### src/hw/rtl/sfla_ram.sv
// ----------------------------------------------------------------------------
// sfla_ram
// Simple dual-port RAM, one write and one registered read port.
// ----------------------------------------------------------------------------
`default_nettype none
module sfla_ram #(
  parameter int WIDTH = 8,
  parameter int DEPTH = 16
) (
  input  wire logic                     clk,
  input  wire logic                     we,
  input  wire logic [$clog2(DEPTH)-1:0] waddr,
  input  wire logic [WIDTH-1:0]         wdata,
  input  wire logic [$clog2(DEPTH)-1:0] raddr,
  output logic      [WIDTH-1:0]         rdata
);
  logic [WIDTH-1:0] mem [DEPTH];

  always_ff @(posedge clk) begin
    if (we) begin
      mem[waddr] <= wdata;
    end
    rdata <= mem[raddr];
  end
endmodule
`default_nettype wire

### config.mk
export PLATFORM = sky130hd
export DESIGN_NAME = sfla_ram
export DESIGN_NICKNAME = d
export VERILOG_FILES = /design/src/hw/rtl/sfla_ram.sv
export SDC_FILE = /design/constraint.sdc
export NUM_CORES = 1
export LEC_CHECK = 0
export BUFFER_PORTS_ARGS = -buffer_cell sky130_fd_sc_hd__buf_2
export CAP_MARGIN = 20
export CORE_ASPECT_RATIO = 1.1
export CORE_MARGIN = 4
export CORE_UTILIZATION = 55
export DETAILED_ROUTE_END_ITERATION = 8
export PLACE_DENSITY_LB_ADDON = 0.12
export SLEW_MARGIN = 40
export SYNTH_ARGS = -nofsm -noshare
export SYNTH_HDL_FRONTEND = slang
export SYNTH_SLANG_ARGS = --single-unit
### constraint.sdc
create_clock -name clk -period 2.2 [get_ports clk]
set_clock_uncertainty 0.1 [all_clocks]
set_input_delay 0.44 -clock clk [delete_from_list [all_inputs] [get_ports clk]]
set_output_delay 0.44 -clock clk [all_outputs]
set_load 0.02 [all_outputs]
==> run_results.csv <==
group,metric,value,unit
die,die_width,100,microns
pwr,cellLeakagePower,0.00212,uW
critical_path,critPathBufInv,1,
sta,setup_violations,0,
cells_and_area,nNetsFinal,303,
sta,setup_ws,0.574,ns
clock_network,cts_tree,"done",
placement,preCtsSetupSlack,0.275,ns
sta,post-route-period-util,73.9,%
synth,syn_nets,247,
critical_path,crit_fanout,1,
clock_network,clockRootBuffer,"clkbuf_8",
critical_path,slowest_stage,"dfxtp_1",
grt,grt_overflow,0,
cells_and_area,drive_gt1_share,32.9,%
route,drc,0,
clock_network,numCtsBuffers,17,
clock_network,cts.sinks,136,
route,vias,2400,
critical_path,cp-end-kind,"primary output",
clock_network,postCtsSetupBuffers,0,
outcome,outcome,"complete, no violations",
synth,synth.area.mux_share,15.0,%
critical_path,path_cells,"buf_2",
route,firstDrtPassIters,4,
synth,synth-seq-cells,136,
cells_and_area,area_growth,19.4,%
placement,gp_congestion,0.740,
die,die_h,109,microns
placement,io_buffers,25,
job,drv_cap,0,
critical_path,cp.required,1.66,ns
grt,grt_usage,19.3,%
sta,setup_tns,0,ns
sta,max_slew.worst_pin.slew,0.389,ns
sta,fin_crit,1.63,ns
clock_network,htreeDepth,4,
clock_network,hold_buffers,0,
synth,synth-xor-area-share,0,%
sta,hold_viol,0,
clock_network,clock_latency,0.52,ns
sta,rsz0062_at_grt,"false",
sta,slew_headroom,74.1,%
synth,yosysWarnings,0,
synth,ys_seq_area_share,77.8,%
synth,synth_cell_types,19,
grt,antenna_found_initial,0,
die,initial_core_util,57.1,%
pwr,power_density,989,nW/um^2
synth,avgSynthCellArea,22.5,sq um
die,ioPinCount,26,
route,ant_nets,0,
synth,synthAdderAreaFrac,0,%
placement,place_area,5520,sq um
clock_network,path_clk_slew,0.06,ns
sta,slew_violations,0,
grt,grt_pass1_vias,2553,
pwr,ir_worst_vdd,0.000511,V
cells_and_area,final_cell_mix,"edfxtp_1, buf_2, buf_4, clkbuf_16, mux4_2",
route,via_per_inst,5.83,
critical_path,startpoint_type,"flop",
die,die_area,11000,sq um
grt,grt_pass1_wl,14.7,mm
route,routedWlPerCell,22.8,microns
hold_path,hold_class,"input pin to flop",
die,core.rowCount,36,
synth,synth_area,5150,sq um
cells_and_area,n_antenna_cell,0,
critical_path,crit_type,"flop to primary output",
placement,dp_hpwl,5.96,mm
die,core_region_area,9010,sq um
synth,yosys.area_share.simple,3.18,%
cells_and_area,stdcell_area,6150,sq um
clock_network,cts_resized,0,
synth,synth-compound-area-share,2.33,%
cells_and_area,finish.utilization,68.2,%
clock_network,cts.path.max_buffers,2,
critical_path,slowest_delay,0.38,ns
route,drt_iter0_markers,123,
route,wirelength,9.40,mm
synth,synth_top_family_by_area,"multiplexers",
critical_path,worstPathArrival,1.09,ns
cells_and_area,layout_commonest_cell,"edfxtp_1",
synth,syn-instance-count,229,
sta,clock.fmax,615,MHz
critical_path,cp_top_family,"flip-flops",
grt,grt_max_degree,33,
-- through the flow --
step | cells | hold slack [ns] | total power [uW]
CTS | 412 | 0.174 | 6130
finish | 412 | 0.205 | 6080
floorplan | 229 | 0.439 | 3130
detailed placement | 380 | 0.572 | 3260
global route | 412 | 0.189 | 6290
global placement | 380 | 0.557 | 3250
-- synthesized netlist by cell type --
cell type / n / area [sq um]
edfxtp_1: 128 / 3840
mux4_2: 18 / 405
a22oi_1: 16 / 120
mux4_1: 14 / 368
nor2_1: 13 / 48.8
nand2_1: 9 / 33.8
dfxtp_1: 8 / 160
nor3_1: 4 / 20.0
buf_2: 3 / 15.0
buf_6: 3 / 33.8
clkdlybuf4s25_2: 3 / 30.0
nand2b_1: 2 / 12.5
nand3b_1: 2 / 15.0
and2_1: 1 / 6.26
and2b_1: 1 / 7.51
buf_4: 1 / 7.51
nand3_1: 1 / 5.00
nor2b_1: 1 / 6.26
or3b_2: 1 / 8.76
-- sequential cells by signal, indices dropped and copies added, names as in the netlist --
register and count:
mem 128, rdata 8
-- kinds of logic after synthesis --
kind of cell,count (synthesis)
mux,32
simple gates,35
flops,136
buf+inv,10
compound gates,16
-- metal layers --
metal / up-vias / global-route usage [%] / share of wire, %
li1: 1081 / - / -
met1: 1230 / 26.2 / 42
met2: 78 / 29.9 / 50
met3: 11 / 6.92 / 6.4
met4: 0 / 5.77 / 1.1
met5: - / 0 / 0
-- path summary, 6_finish.rpt --
check | cells past startpoint | slack, ns | end | from
worst min register to register | 3 | 0.58 | rdata[3]$_DFF_P_ | mem[4][3]$_DFFE_PP_
worst max-delay path | 1 | 0.57 | rdata[5] | rdata[5]$_DFF_P_
worst max register to register | 3 | 0.75 | rdata[3]$_DFF_P_ | mem[9][3]$_DFFE_PP_
worst min-delay path | 1 | 0.20 | mem[10][6]$_DFFE_PP_ | wdata[6]
-- report_power, final --
group / internal, uW / switching, uW
Sequential: 2900 / 18.3
Combinational: 120 / 163
Clock: 1870 / 1010
-- cell type report --
type | instances | area, sq um
Multi-Input combinational cell | 83 | 1060
Tap cell | 114 | 143
Sequential cell | 136 | 4000
Timing Repair Buffer | 47 | 315
Fill cell | 592 | 2860
Clock buffer | 22 | 517
Clock inverter | 10 | 110
Note: power is estimated with default switching activity, not from simulation.
